--- src/design/rgbhsv_pkg.sv ---
// ---------------------------------------------------------------------------
// rgbhsv_pkg
// Widths, hue offsets, pipeline stage type and divider step for the converter.
// ---------------------------------------------------------------------------
package rgbhsv_pkg;

	localparam int FRACTION_BITS = 16;
	localparam int CH_W          = 8;
	localparam int HUE_W         = 15;
	localparam int FRAC_W        = FRACTION_BITS + 1;
	localparam int HNUM_W        = 20;
	// numerator width shared by the two divider lanes
	localparam int NUM_W         = (FRACTION_BITS + CH_W + 1 > HNUM_W) ?
	                               FRACTION_BITS + CH_W + 1 : HNUM_W;
	localparam int QW            = NUM_W - CH_W;
	localparam int LATENCY       = QW + 2;

	localparam logic [HUE_W-1:0] HUE_RED   = 15'd0;
	localparam logic [HUE_W-1:0] HUE_GREEN = 15'd7680;
	localparam logic [HUE_W-1:0] HUE_BLUE  = 15'd15360;
	localparam logic [HUE_W-1:0] HUE_WRAP  = 15'd23040;
	localparam logic [CH_W-1:0]  FULL_SCALE = 8'd255;

	// 2^FRACTION_BITS = FULL_SCALE * VAL_Q + VAL_R
	localparam int VAL_Q = (1 << FRACTION_BITS) / int'(FULL_SCALE);
	localparam int VAL_R = (1 << FRACTION_BITS) % int'(FULL_SCALE);

	typedef struct packed {
		logic [CH_W-1:0]  hrem;
		logic [QW-1:0]    hq;
		logic [CH_W-1:0]  hd;
		logic [CH_W-1:0]  srem;
		logic [QW-1:0]    sq;
		logic [CH_W-1:0]  sd;
		logic [HUE_W-1:0] off;
		logic             neg;
		logic             gray;
		logic             black;
	} stage_t;

	// one restoring division step: shift in next numerator bit, subtract if it fits
	function automatic logic [CH_W+QW-1:0] div_step(input logic [CH_W-1:0] rem,
		input logic [QW-1:0] rq, input logic [CH_W-1:0] dv);
		logic [CH_W:0] t;
		logic [CH_W:0] diff;
		logic          ge;
		t    = {rem, rq[QW-1]};
		ge   = (t >= {1'b0, dv});
		diff = t - {1'b0, dv};
		return ge ? {diff[CH_W-1:0], rq[QW-2:0], 1'b1} : {t[CH_W-1:0], rq[QW-2:0], 1'b0};
	endfunction

endpackage

--- src/design/rgb_to_hsv_converter.sv ---
// ---------------------------------------------------------------------------
// rgb_to_hsv_converter
// Pipelined 8-bit RGB to HSV conversion, one pixel per clock.
// ---------------------------------------------------------------------------
// Usage:
//   An item (red, green, blue) is taken at each rising edge with start high
//   and busy low. busy is always low: the pipeline never stalls, so a pixel
//   may be offered in every cycle.
//   Each result (hue, saturation, brightness) is shown for exactly one cycle
//   with valid high, in the order the items came in. Throughput is one item
//   per clock. The pipeline is an input stage, the two restoring dividers
//   (hue, saturation) that resolve one quotient bit per stage over QW stages,
//   and an output stage; value is a constant multiply in the output stage.
//   The receiver cannot stall; results are not held.
//   Reset clears the valid bits of every stage, so items in flight are
//   dropped and no result appears until new items arrive.
// ---------------------------------------------------------------------------
module rgb_to_hsv_converter (
	input  logic                              clk,
	input  logic                              arst_n,
	input  logic                              start,
	output logic                              busy,
	input  logic [rgbhsv_pkg::CH_W-1:0]       red,
	input  logic [rgbhsv_pkg::CH_W-1:0]       green,
	input  logic [rgbhsv_pkg::CH_W-1:0]       blue,
	output logic                              valid,
	output logic [rgbhsv_pkg::HUE_W-1:0]      hue,
	output logic [rgbhsv_pkg::FRAC_W-1:0]     saturation,
	output logic [rgbhsv_pkg::FRAC_W-1:0]     brightness
);
	import rgbhsv_pkg::*;

	logic [CH_W-1:0]   mx, mn, dd, kk;
	logic              red_max, grn_max;
	logic [HUE_W-1:0]  off;
	logic              neg;
	logic [HNUM_W-1:0] hnum;
	logic [NUM_W-1:0]  hnum_x, snum_x;
	stage_t            st0;

	stage_t            stage_s [QW+1];
	logic [QW:0]       vld_s;

	logic [HUE_W-1:0]  hq_w;
	logic [HUE_W-1:0]  hue_n;
	logic [2*CH_W-1:0] vy, vt;
	logic [FRAC_W-1:0] val_n;
	logic              valid_q;
	logic [HUE_W-1:0]  hue_q;
	logic [FRAC_W-1:0] sat_q, val_q;

	assign busy = 1'b0;

	always_comb begin
		mx = red;
		mn = red;
		if (green > mx) mx = green;
		if (blue > mx) mx = blue;
		if (green < mn) mn = green;
		if (blue < mn) mn = blue;
		dd = mx - mn;
		red_max = (mx == red);
		grn_max = (mx == green);
		if (red_max) begin
			if (green >= blue) begin
				kk = green - blue; off = HUE_RED; neg = 1'b0;
			end else begin
				kk = blue - green; off = HUE_WRAP; neg = 1'b1;
			end
		end else if (grn_max) begin
			if (blue >= red) begin
				kk = blue - red; off = HUE_GREEN; neg = 1'b0;
			end else begin
				kk = red - blue; off = HUE_GREEN; neg = 1'b1;
			end
		end else begin
			if (red >= green) begin
				kk = red - green; off = HUE_BLUE; neg = 1'b0;
			end else begin
				kk = green - red; off = HUE_BLUE; neg = 1'b1;
			end
		end
		// 3840 * k = 4096 * k - 256 * k
		hnum   = (HNUM_W'(kk) << 12) - (HNUM_W'(kk) << 8);
		hnum_x = NUM_W'(hnum);
		snum_x = NUM_W'(dd) << FRACTION_BITS;

		st0.hrem  = hnum_x[NUM_W-1:QW];
		st0.hq    = hnum_x[QW-1:0];
		st0.hd    = dd;
		st0.srem  = snum_x[NUM_W-1:QW];
		st0.sq    = snum_x[QW-1:0];
		st0.sd    = mx;
		st0.off   = off;
		st0.neg   = neg;
		st0.gray  = (dd == '0);
		st0.black = (mx == '0);
	end

	always_ff @(posedge clk or negedge arst_n) begin
		if (!arst_n) begin
			vld_s <= '0;
		end else begin
			vld_s <= {vld_s[QW-1:0], start & ~busy};
		end
	end

	always_ff @(posedge clk) begin
		stage_s[0] <= st0;
	end

	for (genvar i = 1; i <= QW; i++) begin : g_div
		stage_t nxt;

		always_comb begin
			nxt = stage_s[i-1];
			{nxt.hrem, nxt.hq} =
				div_step(stage_s[i-1].hrem, stage_s[i-1].hq, stage_s[i-1].hd);
			{nxt.srem, nxt.sq} =
				div_step(stage_s[i-1].srem, stage_s[i-1].sq, stage_s[i-1].sd);
		end

		always_ff @(posedge clk) begin
			stage_s[i] <= nxt;
		end
	end

	// negative term: subtract the ceiling of the quotient
	always_comb begin
		hq_w = HUE_W'(stage_s[QW].hq[11:0]);
		if (stage_s[QW].gray) begin
			hue_n = '0;
		end else if (stage_s[QW].neg) begin
			hue_n = stage_s[QW].off - hq_w - HUE_W'(stage_s[QW].hrem != '0);
		end else begin
			hue_n = stage_s[QW].off + hq_w;
		end
	end

	// value = mx * VAL_Q + floor(mx * VAL_R / 255), last term by the /255 identity
	always_comb begin
		vy    = (2*CH_W)'(stage_s[QW].sd) * (2*CH_W)'(VAL_R);
		vt    = vy + (vy >> CH_W) + (2*CH_W)'(1);
		val_n = FRAC_W'(stage_s[QW].sd) * FRAC_W'(VAL_Q) + FRAC_W'(vt[2*CH_W-1:CH_W]);
	end

	always_ff @(posedge clk or negedge arst_n) begin
		if (!arst_n) begin
			valid_q <= 1'b0;
		end else begin
			valid_q <= vld_s[QW];
		end
	end

	always_ff @(posedge clk) begin
		hue_q <= hue_n;
		sat_q <= stage_s[QW].black ? '0 : stage_s[QW].sq[FRAC_W-1:0];
		val_q <= val_n;
	end

	assign valid      = valid_q;
	assign hue        = hue_q;
	assign saturation = sat_q;
	assign brightness = val_q;

endmodule

--- config.mk ---
export PLATFORM = sky130hd
export DESIGN_NAME = rgb_to_hsv_converter
export DESIGN_NICKNAME = d
export VERILOG_FILES = /design/src/design/rgbhsv_pkg.sv /design/src/design/rgb_to_hsv_converter.sv
export SDC_FILE = /design/constraint.sdc
export NUM_CORES = 2
export LEC_CHECK = 0
export ABC_AREA = 1
export BUFFER_PORTS_ARGS = -buffer_cell sky130_fd_sc_hd__buf_2
export CORE_MARGIN = 5
export CORE_UTILIZATION = 56
export DETAILED_ROUTE_END_ITERATION = 8
export PLACE_DENSITY = 0.75
export SYNTH_ARGS = -nofsm -noshare
export SYNTH_HDL_FRONTEND = slang
export SYNTH_SLANG_ARGS = --single-unit
export TNS_END_PERCENT = 1
--- constraint.sdc ---
create_clock -name clk -period 3.1 [get_ports clk]
set_input_delay 0.155 -clock clk [delete_from_list [all_inputs] [get_ports clk]]
set_output_delay 0.155 -clock clk [all_outputs]
set_load 0.1 [all_outputs]
# [Word-level counts from Yosys, hierarchy flattened]
# Memory sizes are Yosys's and may differ from the RTL's.
# Index checks and enable logic that the tools add are counted.
[word_totals] in_bits=27 ram_bits=1512 elab_cells=152 out_inout_bits=51 mem_count=1 ff_bits=68
[classes] reduce_logical=3 multipliers=1 n_addsub=47 order_cmp=41 n_eq_ne=2 mux=52
[memory_table] memory="stage_s" depth=18 word_bits=84 rd=18 rd_clocked_by_memory_dff=0 write_ports=18 line="rgb_to_hsv_converter.sv:41" source="stage_t stage_s [QW+1];"
[ops] operator="2-to-1 mux 25 bit" count=34
[ops] operator="subtractor 8 bit" count=41
[ops] operator=">= comparator 9 x 8 -> 1 bit" count=34
[ops] operator="2-to-1 mux 8 bit" count=9
[ops] operator="2-to-1 mux 15 bit" count=3
[ops] operator=">= comparator 8 bit" count=3
[ops] operator="subtractor 20 x 16 -> 20 bit" count=1
[ops] operator="adder 17 x 1 -> 17 bit" count=1
[ops] operator="multiplier 8 x 9 -> 17 bit (second input constant)" count=1
[ops] operator="== test 8 bit" count=2
[ops] operator="> comparator 8 bit" count=2
[ops] operator="zero test 8 bit" count=2
[ops] operator="< comparator 8 bit" count=2
[ops] operator="adder 15 x 12 -> 15 bit" count=1
[ops] operator="subtractor 15 x 1 -> 15 bit" count=1
[ops] operator="subtractor 15 x 12 -> 15 bit" count=1
[ops] operator="2-to-1 mux 14 bit" count=1
[ops] operator="adder 8 x 1 -> 9 bit (second input constant)" count=1
[ops] operator="nonzero test 8 bit" count=1
[ops] operator="2-to-1 mux 1 bit" count=5

# [Depth between registers and ports, before layout]
[depth] depth_word=8 depth_mapped=43 depth_no_buf=41

# [Worst setup path before layout]
# Ideal clock, no wire load.
[synth_path] path_kind="input to register" start="input green[0] (netlist name)" end="memory stage_s[0][76] (netlist name)" required_time_ns=2.988 arrival_ns=4.750 slack_ns=-1.762 cell_stages=40 path_buffers=2 setup_time_ns=0.112 path_cell_list="inv_1 -> ha_1 -> inv_1 -> fa_1 -> nand3_1 -> nand3_1 -> nand2_2 -> nand2_4 -> nand2_4 -> clkbuf_1 -> nand2_1 -> o21ai_0 -> inv_1 -> ha_1 -> nand2_1 -> nor2_1 -> a211oi_1 -> nand2_2 -> [... 4 more ...] -> nand2_1 -> nand2_1 -> nand2_2 -> nor2_4 -> nand2_4 -> inv_2 -> nand3_1 -> nand2_1 -> inv_1 -> ha_1 -> a21oi_1 -> inv_1 -> a21oi_1 -> o21ai_0 -> nor2_1 -> nand2_1 -> nand2_1 -> nand2_1"
[synth_lines] element="start: declaration" line="rgb_to_hsv_converter.sv:24" source="input logic [rgbhsv_pkg::CH_W-1:0] green,"
[synth_lines] element="end: declaration" line="rgb_to_hsv_converter.sv:41"

==> impl_metrics.tcl <==
set metrics [dict create \
    status "finished with violations" \
    violations "negative setup slack" \
    route.detailed.wl_per_inst_um 13.2 \
    fmaxAchievable_mhz 248 \
    grt_pass1_vias 27000 \
    die_height_um 274 \
    synth_cell_types 60 \
    hold_path.class "primary input to flip-flop" \
    antenna_found_initial 0 \
    synth.area.top_cells "dfxtp_1 (52%), ha_1 (12%), inv_1 (6.1%)" \
    vias_per_cell 4.89 \
    yosysSeqAreaShare 0.535 \
    synthCells 4077 \
    yosysMostFrequentCell "dfxtp_1" \
    hold_viol 0 \
    reg2reg_depth 23 \
    synth_top_family_by_area "adder cells" \
    drt_pass1_iterations 5 \
    crit_path_end "stage_s[0][74]" \
    root_buffer "clkbuf_16" \
    crit_top_cell "nand2_4" \
    synth_top_cell_area_share 0.523 \
    r2r-start "stage_s[17][77]" \
    synth_seq_cells 1035 \
    cp.arrival_ps 4550 \
    final_max_slew_viol_count 0 \
    synth_xor_xnor_area_share 0.0428 \
    period_minus_slack_ps 4030 \
    port_buffers 76 \
    cts_htree_levels 3 \
    start_util 0.566 \
    num_antenna_cells 0 \
    antenna_left 0 \
    grt-ovfl-total 0 \
    drtIter0Drc 1296 \
    place_ws_ps -1770 \
    finalNetCount 4910 \
    hpwl_um 53300 \
    async_flop_share 0.0184 \
    tritoncts "done" \
    synth-main-ff-cell "dfxtp_1" \
    critical_path.endpoint_type "flip-flop" \
    nFillCells 5203 \
    clkTransAtPathRegs_ps 60 \
    synth_area_per_cell_um2 9.54 \
    num_vias 26800 \
    finClkSkew_ps 20.9 \
    synthTopCellsByCount "dfxtp_1 (1,016), inv_1 (635), nand2_1 (432), nor2_1 (382), ha_1 (365)" \
    grt_pass1_wl_um 124000 \
    synth_fa_ha_area_frac 0.139 \
    core_area_um2 68700 \
    max_slew_margin 0.442 \
    path_max_fanout 6 \
    synth_edf_count 0 \
    worst_slack_ps -934 \
    whs_ps 167 \
    die_w_um 274 \
    drc 0 \
    grt_max_degree 20 \
    synthToLayoutAreaGrowth_pct 18.7 \
    r2r_end "hue[13]" \
    crit_required_ps 3620 \
    routabilityCongestion 0.910 \
    insertion_delay_ps 630 \
    startpoint "green[0]" \
    synthMuxAreaShare 0.00183 \
    slowest_stage "fa_2" \
    setup_viol 25 \
    dpl_cell_area_um2 42100 \
    dp_cells 5279 \
    synth_compound_area_frac 0.0912 \
    final_cells 5486 \
    fin_crit_sh 1.30 \
    syn_nets 4510 \
    yosys_warnings 0 \
    clock-sinks 1035 \
    synth-simple-area-share 0.123 \
    drive_above_1_share 0.148 \
    gr-usage-all-layers 0.195 \
    worst_pin_slew_ps 834 \
    r2r_slack_ps -250 \
    setup.worst_path.start_class "primary input" \
    rsz0062_at_grt "true" \
    num_rows 96 \
    clockBufferDepth 3 \
    design_area_um2 46100 \
    worst-setup-path-type "primary input to flip-flop" \
    slowest_delay_ps 340 \
    netlist_area_um2 38900 \
    yosys.area.top_type "dfxtp_1" \
    cts_buffers 94 \
    num_io_pins 78 \
    wirelength_um 72500 \
    die-area_um2 74800 \
    cap_violations 0 \
]
-- stage by stage --
| stage | TNS, ps | util |
|---|---|---|
| 5_1_grt | -15790 | 0.672 |
| 2_1_floorplan | -19700 | - |
| 4_1_cts | -8960 | 0.667 |
| 3_3_place_gp | -31300 | 0.613 |
| 6_report | -10470 | 0.672 |
| 3_5_place_dp | -33590 | 0.613 |
-- cells by family after synthesis --
family / Yosys count
AND/OR/NAND/NOR: 1098
other: 1
adder cells (fa/ha/maj): 406
flip-flops: 1035
XOR/XNOR: 190
multiplexers: 7
AO/OA/AOI/OAI: 650
buffers and inverters: 690
-- critical path, delay by kind of cell --
kind | cells | cell delay (ps)
adder cells (fa/ha/maj) | 4 | 930
AO/OA/AOI/OAI | 5 | 780
AND/OR/NAND/NOR | 18 | 1660
buffers and inverters | 11 | 880
XOR/XNOR | 1 | 130
-- final cells by class --
cell class	count	area, µm²	share of cell area
Multi-Input combinational cell	2353	16000	0.346
Clock buffer	129	2740	0.0593
Tap cell	931	1160	0.0252
Timing Repair Buffer	353	2530	0.0549
Sequential cell	1035	20800	0.451
Clock inverter	45	498	0.0108
Inverter	640	2410	0.0522
-- sequential cells by signal, indices dropped and copies added, names as in the netlist --
register	cells
vld_s	18
saturation	17
stage_s	967
brightness	17
hue	15
valid	1
-- repair_timing --
action                                  CTS  global route
endpoints found under the setup margin   28            30
buffers inserted                         18            10
hold endpoints to repair                 20             0
hold buffers                              3             0
gates resized for setup                  70            58
gates cloned                              1             1
pin swaps                                28            38
-- per-layer routing --
metal / vias to the layer above / share of wire / GRT usage
met5: - / 0 / 0
met2: 467 / 0.50 / 0.360
met1: 12300 / 0.43 / 0.235
li1: 13900 / - / -
met4: 0 / 0.028 / 0.0673
met3: 155 / 0.038 / 0.0258
-- how the worst min path moves through the flow --
stage / to / from / cells past startpoint
floorplan: valid / arst_n / 0
global placement: vld_s[0] / arst_n / 1
detailed placement: vld_s[1] / arst_n / 1
CTS: vld_s[0] / start / 2
global route: vld_s[0] / start / 2
finish: vld_s[0] / start / 2
-- cell usage in the layout (no fill, tap or decap), drive strengths merged, types with 52 or more instances in the layout --
cell    synthesis  final
a21oi         258    258
nand3         119    119
xnor2          52     52
clkbuf         43    129
buf             7    350
o21ai         272    272
dfxtp        1016   1016
nor2          392    392
inv           640    646
ha            365    365
xor2          138    138
nand2         475    476
Power is left out: the tool's default activity adds up to more than one toggle a clock period on the data nets, which glitch-free logic cannot reach.
